[config.mk]
export PLATFORM = sky130hd
export DESIGN_NAME = ida_map
export DESIGN_NICKNAME = d
export VERILOG_FILES = /design/src/rtl/core/ida_pkg.sv /design/src/rtl/core/ida_map.sv
export SDC_FILE = /design/constraint.sdc
export NUM_CORES = 1
export LEC_CHECK = 0
export BUFFER_PORTS_ARGS = -buffer_cell sky130_fd_sc_hd__buf_2
export CORE_MARGIN = 3
export CORE_UTILIZATION = 57
export CTS_CLUSTER_SIZE = 10
export DETAILED_ROUTE_END_ITERATION = 7
export MAX_ROUTING_LAYER = met4
export PLACE_DENSITY = 0.76
export SYNTH_ARGS = -nofsm -noshare
export SYNTH_HDL_FRONTEND = slang
export SYNTH_SLANG_ARGS = --single-unit
[constraint.sdc]
create_clock -name clk -period 15.6 [get_ports clk]
set_input_delay 0.78 -clock clk [delete_from_list [all_inputs] [get_ports clk]]
set_output_delay 0.78 -clock clk [all_outputs]
set_load 0.05 [all_outputs]
[src/rtl/core/ida_pkg.sv]
// Shared types, constants and helpers for the slot id allocator.
package ida_pkg;

  localparam int POOL_SIZE = 1024;
  localparam int ID_W      = 10;          // slot id / result_id width
  localparam int CNT_W     = ID_W + 1;    // occupancy count and stack fill
  localparam int MODE_W    = 2;

  typedef enum logic [MODE_W-1:0] {
    MODE_ALLOC    = 2'd0,
    MODE_CLAIM    = 2'd1,
    MODE_OVERRIDE = 2'd2,
    MODE_FREE     = 2'd3
  } ida_mode_t;

  typedef enum logic [1:0] {
    S_IDLE,
    S_LOOK,   // occupancy bit of cand_r is on the map read port
    S_POP,    // popped recycled id is on the stack read port
    S_RESP    // result ready, waiting for the output register
  } ida_state_t;

  // Occupancy map access, one read and one write per cycle.
  typedef struct packed {
    logic [ID_W-1:0] rd_addr;
    logic            wr_en;
    logic [ID_W-1:0] wr_addr;
    logic            wr_bit;
  } ida_map_req_t;

  // Circular successor of an id.
  function automatic logic [ID_W-1:0] wrap_inc(input logic [ID_W-1:0] v);
    logic [ID_W-1:0] r;
    if (v == ID_W'(POOL_SIZE - 1)) r = '0;
    else                           r = v + 1'b1;
    return r;
  endfunction

endpackage

[src/rtl/core/ida_map.sv]
// Occupancy bit memory with a clearing sweep after reset.
module ida_map (
  input  logic                clk,
  input  logic                rst_n,
  input  ida_pkg::ida_map_req_t req,
  output logic                rd_bit,
  output logic                busy
);

  logic                      occ_mem [ida_pkg::POOL_SIZE];
  logic                      rd_q_r;
  logic                      busy_r;
  logic [ida_pkg::ID_W-1:0]  clr_cnt_r;

  // clear sweep, one entry per cycle
  always_ff @(posedge clk) begin
    if (!rst_n) begin
      busy_r    <= 1'b1;
      clr_cnt_r <= '0;
    end else if (busy_r) begin
      clr_cnt_r <= clr_cnt_r + 1'b1;
      if (clr_cnt_r == ida_pkg::ID_W'(ida_pkg::POOL_SIZE - 1)) busy_r <= 1'b0;
    end
  end

  always_ff @(posedge clk) begin
    if (busy_r) begin
      occ_mem[clr_cnt_r] <= 1'b0;
    end else if (req.wr_en) begin
      occ_mem[req.wr_addr] <= req.wr_bit;
    end
    rd_q_r <= occ_mem[req.rd_addr];
  end

  assign rd_bit = rd_q_r;
  assign busy   = busy_r;

endmodule

After elaboration in Yosys (flattened, before gate mapping)
Memories as Yosys holds them, arrays and structs flattened. A register that Yosys moved wholly into a read port is not among the register bits.
Index checks and enable logic that the tools add are counted.
- register bits after elaboration: 11
- RAM bits: 1024
- output and inout bits: 2
- memories: 1
- add/subtract/negate cells: 1
- eq/ne operators: 1
- multiplexer cells: 10
- reduce and logical (&&, ||, !) cells: 1
- memories (name ; depth ; bits a word ; read ports ; clocked after Yosys merged registers in ; wr ports ; RTL line ; text):
    occ_mem ; 1024 ; 1 ; 1 ; 1 ; 1 ; ida_map.sv:10 ; logic occ_mem [ida_pkg::POOL_SIZE];
- operators by type and width (operator ; number):
    adder 10 x 1 -> 10 bit, second input constant ; 1
    equality test 10 bit, second input constant ; 1
    two-way mux 10 bit ; 1
    two-way mux 1 bit ; 9
    OR reduction 1 bit ; 1

Longest topological paths before layout
Gate-level depths: netlist of run 1.
- depth after elaboration: 5
- gate-level depth with buffers: 14
- depth with buffers taken out: 8

Worst setup path after synthesis of run 1
No wires, ideal clock.
- kind: input -> register
- start point: input req[11] (netlist bit)
- end point: memory occ_mem[0] (data pin)
- setup time: 2.891 ns
- arrival time: 14.160 ns
- data required time: 12.709 ns
- setup slack: -1.451 ns
- stages: 4
- buffers on the path: 2
- cells stage by stage: nor2b_1 > buf_2 > buf_2 > and2_1
- longest elaborated chain between the ends: 5
- ends and longest elaborated chain (what ; RTL line ; text):
    from (decl) ; ida_map.sv:5 ; input ida_pkg::ida_map_req_t req,
    two-way mux 1 bit ; ida_map.sv:29 ; end else if (req.wr_en) begin
    two-way mux 1 bit ; ida_map.sv:27 ; if (busy_r) begin
    two-way mux 1 bit (not written as such) ; ida_map.sv:30 ; occ_mem[req.wr_addr] <= req.wr_bit;
    OR reduction 1 bit (no source line) ; - ;
    two-way mux 1 bit (no source line) ; - ;
    to (decl) ; ida_map.sv:10 ;
No other way between the ends.

==> results of run 1 <==
[flip-flops by register name, indices dropped and copies added (netlist names)]
| signal | count |
|---|---|
| clr_cnt_r | 10 |
| occ_mem | 1024 |
| rd_bit | 1 |
| busy | 1 |
[report_power, final]
part           leakage (nW)  switching [mW]  internal [mW]  total, mW
combinational          3.80           0.154         0.0801      0.234
sequential             10.7         0.00231           3.01       3.02
clock                  1.49            1.00           1.33       2.33
[Yosys cell counts (all sizes together), types with 6 or more instances]
cell type / instances
a211oi: 7
a21oi: 34
a221oi: 12
a22o: 6
a22oi: 35
a31oi: 6
and2: 19
buf: 101
clkbuf: 197
dfxtp: 12
edfxtp: 1024
inv: 7
mux2i: 109
mux4: 218
nand2: 118
nand2b: 19
nand3: 20
nand3b: 6
nand4: 15
nor2: 1052
nor2b: 9
nor3: 20
o21ai: 22
o221ai: 29
o22ai: 20
or3: 9
xnor2: 6
[worst reg2reg max path, cell delays in order (launching register included)]
cell and delay, ps:
dfxtp_1 430, nor2b_1 200, and2_4 770, buf_4 1000
buf_4 1310
[logic make-up (layout without fill, tap and decap cells)]
kind of cell / Yosys count / count (layout)
muxes: 330 / 330
buffers and inverters: 306 / 245
adders and majority gates: 1 / 1
other: 0 / 6
and+or+nand+nor: 1308 / 1308
AOI/OAI and AO/OA: 202 / 202
DFF: 1036 / 1036
xor gates and xnor gates: 8 / 8
[path summary, 6_finish.rpt]
check             slack, ps    startpoint  cells after the start           end
setup reg to reg      11440          busy                      4  occ_mem[594]
hold / removal          350         rst_n                      2          busy
setup / recovery      10930       req[13]                      9        rd_bit
hold reg to reg         560  clr_cnt_r[9]                      3          busy
[per-stage QoR]
step,utilization (%),total power [mW]
2_1_floorplan,-,3.23
3_3_place_gp,58.8,3.30
3_5_place_dp,58.8,3.30
4_1_cts,62.7,5.59
5_1_grt,62.7,5.71
6_report,62.7,5.58
[per-layer routing]
metal  wire length [um]  global-route usage (%)  vias to the layer above
li1                   -                       -                    11500
met1              43000                    41.1                    14300
met2              57100                    46.4                     2220
met3              16900                    7.58                      466
met4               7690                    14.7                        0
met5                  0                       -                        -
[final cells by class]
| cell class | count | area, um^2 |
|---|---|---|
| Tap cell | 1040 | 1300 |
| Fill cell | 5546 | 29100 |
| Antenna cell | 6 | 15.0 |
| Multi-Input combinational cell | 1849 | 13000 |
| Timing Repair Buffer | 86 | 628 |
| Clock inverter | 6 | 33.8 |
| Sequential cell | 1036 | 31000 |
| Inverter | 8 | 30.0 |
| Clock buffer | 145 | 3030 |
==> reports/qor.yml, run 1 <==
status:
  outcome: "finished, final reports clean"
logic_synthesis:
  synth_xor_area_share_pct: 0.155
  ys_warn_count: 0
  netlist_instances: 3191
  synth_area_leaders: "edfxtp_1 68%, mux4_2 10%, nor2_1 8.7%"
  synth_top_area_cell: "edfxtp_1"
  synth_mux_area_share_pct: 13.4
  ys_seq_elements: 1036
  synthArstFlopShare_pct: 0
  synth_compound_area_share_pct: 3.18
  synthesis.nets: 3216
  synth_top_area_share_pct: 67.8
  synth_area_um2: 45300
  yosys.area_share.simple_pct: 11.5
  synthAdderAreaFrac_pct: 0.0276
  yosysUniqueCellTypes: 64
  synth_edf_count: 1024
  avgSynthCellArea_um2: 14.2
  synth_top_family_by_area: "multiplexers"
  ys.flop_type: "edfxtp_1"
  seq_area_frac_synth_pct: 68.3
route:
  routedWlPerCell_um: 29.9
  first_pass_iters: 6
  ant_nets: 0
  totalWireLength_um: 125000
  drt_iter0_drc: 5169
  via_per_inst: 6.82
  drcViolationCount: 0
  vias: 28500
sta:
  rsz0062_at_grt: "false"
  setup_tns_ps: 0
  post-route-period-util_pct: 30.0
  finalHoldViolations: 0
  slew_headroom_pct: 10.3
  timing.hold.ws_ps: 348
  timing.fmax_mhz: 214
  setup_slack_ps: 10930
  final-setup-viol-count: 0
  worstMarginPinSlew_ps: 1350
  final.setup_skew_ps: 22.5
  maxSlewViolCount: 0
  period_needed_ps: 4670
placed_design:
  place_area_um2: 45900
  portBuffers: 25
  post-dp-hpwl_um: 65100
  place_inst: 4019
  dp_slack_ps: 10320
  place.gp.congestion: 0.884
finish:
  layout.cells.most_common: "nor2_1"
  final_cells: 4176
  fin_area_um2: 49000
  drive_gt1_share_pct: 14.8
  layout.nets: 3120
  final_cell_mix: "1,052 x nor2_1, 1,024 x edfxtp_1, 208 x mux4_2, 117 x clkbuf_16, 109 x mux2i_1"
  area_growth_pct: 8.09
worst_hold_path:
  worstHoldPathType: "in2reg"
clocking:
  hold_buffers: 0
  cts_tree: "yes"
  cts_buffers: 114
  ctsResizeCount: 0
  insertion_delay_ps: 670
  postCtsSetupBuffers: 0
  cts_sinks: 1036
  clkTransAtPathRegs_ps: 60
  htreeDepth: 3
  cts_buffer_depth: 3
  cts_root_buffer: "clkbuf_16"
global_routing:
  grt_pass1_vias: 28000
  grt_first_pass_wirelength_um: 181000
  track_usage_pct: 31.2
  antenna_found_initial: 1
  grt_max_degree: 277
  gr-total-overflow: 0
die:
  placement_rows: 102
  fp.coreArea_um2: 78100
  dieWidth_um: 288
  ioPinCount: 26
  dieArea_um2: 83000
  die_y_um: 288
  start_util_pct: 58.1
worst_setup_path:
  path_delay_family: "buffers and inverters"
  cpMaxStageDelayCell: "o311ai_0"
  crit_type: "in2reg"
  cpMostUsedCell: "buf_4"
  crit_path_max_incr_delay_ps: 1040
  cp_num_buf_inv: 4
  cp-start-kind: "primary input"
  path_cells: "buf_8, buf_4, buf_4, buf_4, mux4_2, o22ai_1, o311ai_0, nand4_1, o2111ai_1"
  worst-path-max-fanout: 81
  critPathCaptureType: "register"
  worstPathRequired_ps: 16180
  cp_data_arrival_time_ps: 5260
pwr:
  powerDensity_nw_per_um2: 114
  p_leak_nw: 16.0
  peakVddDrop_uv: 90.4
run:
  max_cap_violations: 0
No activity file was read; power rests on OpenSTA's default activity.
==> inputs of run 2 (changes only) <==
==> constraint.sdc (replaced) <==
create_clock -name clk -period 4.1 [get_ports clk]
set_input_delay 0.205 -clock clk [delete_from_list [all_inputs] [get_ports clk]]
set_output_delay 0.205 -clock clk [all_outputs]
set_load 0.05 [all_outputs]
==> reports/qor.yml, run 2 (synthesis results as in run 1) <==
finish:
  drive_gt1_share_pct: 16.7
  reg.largest.list: "occ_mem x1024, clr_cnt_r x10"
  largest_register_ffs: 1024
  area_growth_pct: 9.61
  largest_register: "occ_mem"
  layout.nets: 3194
  fill_cells: 5515
  fin_area_um2: 49700
  finish.utilization_pct: 63.6
  final_cell_mix: "1,052 x nor2_1, 1,024 x edfxtp_1, 208 x mux4_2, 115 x clkbuf_16, 115 x buf_4"
  layout.cells.most_common: "nor2_1"
sta:
  worstMarginPinSlew_ps: 1040
  post-route-period-util_pct: 82.1
  final-setup-viol-count: 0
  timing.fmax_mhz: 297
  period_needed_ps: 3370
  slew_headroom_pct: 30.9
  maxSlewViolCount: 0
  finalHoldViolations: 0
  final.setup_skew_ps: 27.8
  rsz0062_at_grt: "false"
  setup_tns_ps: 0
worst_setup_path:
  cpMostUsedCell: "nor2_1"
  cp_num_buf_inv: 1
  cpMaxStageDelayCell: "nand2_2"
  r2r_cells: 7
  cp-start-kind: "register"
  path_depth: 7
  worst-path-max-fanout: 18
  critPathCaptureType: "register"
  crit_type: "reg2reg"
  path_delay_family: "simple AND/OR/NAND/NOR gates"
  crit_path_max_incr_delay_ps: 640
  cp_data_arrival_time_ps: 3740
  worstPathRequired_ps: 4470
  path_cells: "nand2b_1, nor3b_1, a31oi_1, nor2_1, nand2_2, buf_4, nor2_1"
  worstSetupStartpoint: "busy"
  reg2reg_from: "busy"
die:
  ioPinCount: 26
  dieArea_um2: 83000
  dieWidth_um: 288
  fp.coreArea_um2: 78100
  placement_rows: 102
  start_util_pct: 58.1
  die_y_um: 288
clocking:
  cts_tree: "yes"
  insertion_delay_ps: 680
  clkTransAtPathRegs_ps: 60
  ctsResizeCount: 0
  htreeDepth: 3
  cts_sinks: 1036
  cts_buffer_depth: 3
  cts_buffers: 113
  cts_root_buffer: "clkbuf_16"
run:
  max_cap_violations: 0
route:
  ant_nets: 0
  via_per_inst: 6.72
  drcViolationCount: 0
  totalWireLength_um: 125000
  routedWlPerCell_um: 29.5
  vias: 28500
  drt_iter0_drc: 4993
  first_pass_iters: 6
pwr:
  powerDensity_nw_per_um2: 426
  p_total_mw: 21.2
  p_leak_nw: 16.4
  peakVddDrop_uv: 303
worst_hold_path:
  hold-path-cell-count: 2
  hold_start: "req[18]"
  worstHoldPathType: "in2reg"
status:
  outcome: "finished, final reports clean"
placed_design:
  place_area_um2: 46700
  place.gp.congestion: 0.862
  portBuffers: 25
  post-dp-hpwl_um: 69600
global_routing:
  grt_first_pass_wirelength_um: 181000
  grt_pass1_vias: 28000
  antenna_found_initial: 1
  gr-total-overflow: 0
  grt_max_degree: 216
  track_usage_pct: 31.3
## run 2: cell count changes in the layout (fill, tap and decap cells not counted), sizes merged
cell,change
buf,+74
clkbuf,-3
clkinv,-3
diode,-3
dlygate4sd3,+1
## run 2: worst paths after layout
check | slack [ps] | to
worst max-delay path | 730 | occ_mem[370]
worst min-delay path | 60 | rd_bit
worst max register to register | 730 | occ_mem[370]
worst min register to register | 550 | clr_cnt_r[8]
## run 2: per-stage QoR
stage	instances	hold WS [ps]	worst slack, ps
after floorplan	3191	359	-1530
after global placement	4093	447	736
after detailed placement	4093	457	741
after CTS	4239	8.41	849
after global routing	4240	31.3	528
final	4242	64.6	733
## run 2: timing repair
action	in CTS	in global routing
endpoints found under the setup margin	0	0
hold buffers	1	0
setup buffers	0	0
endpoints found under the hold margin	11	0
## run 2: layer usage
layer	vias up	track usage, %	wire length (um)
met5	-	-	0
met4	0	14.2	6120
met3	408	9.13	18200
met2	2131	47.1	58500
met1	14300	39.9	42200
li1	11600	-	-
## run 2: power by group
group          internal, mW  switching [mW]  total [mW]
registers              11.5         0.00839        11.5
clock network          4.98            3.80        8.78
logic                 0.328           0.578       0.906
## run 2: area by class of cell
class	count	area, um^2	share of cell area (%)
sequential	1036	31000	62.4
clock buffer	142	2980	5.99
clock inverter	3	32.5	0.0655
tap	1040	1300	2.62
inverter	8	30.0	0.0604
antenna	3	7.51	0.0151
timing repair buffer	161	1420	2.86
multi-input combinational	1849	12900	26.0
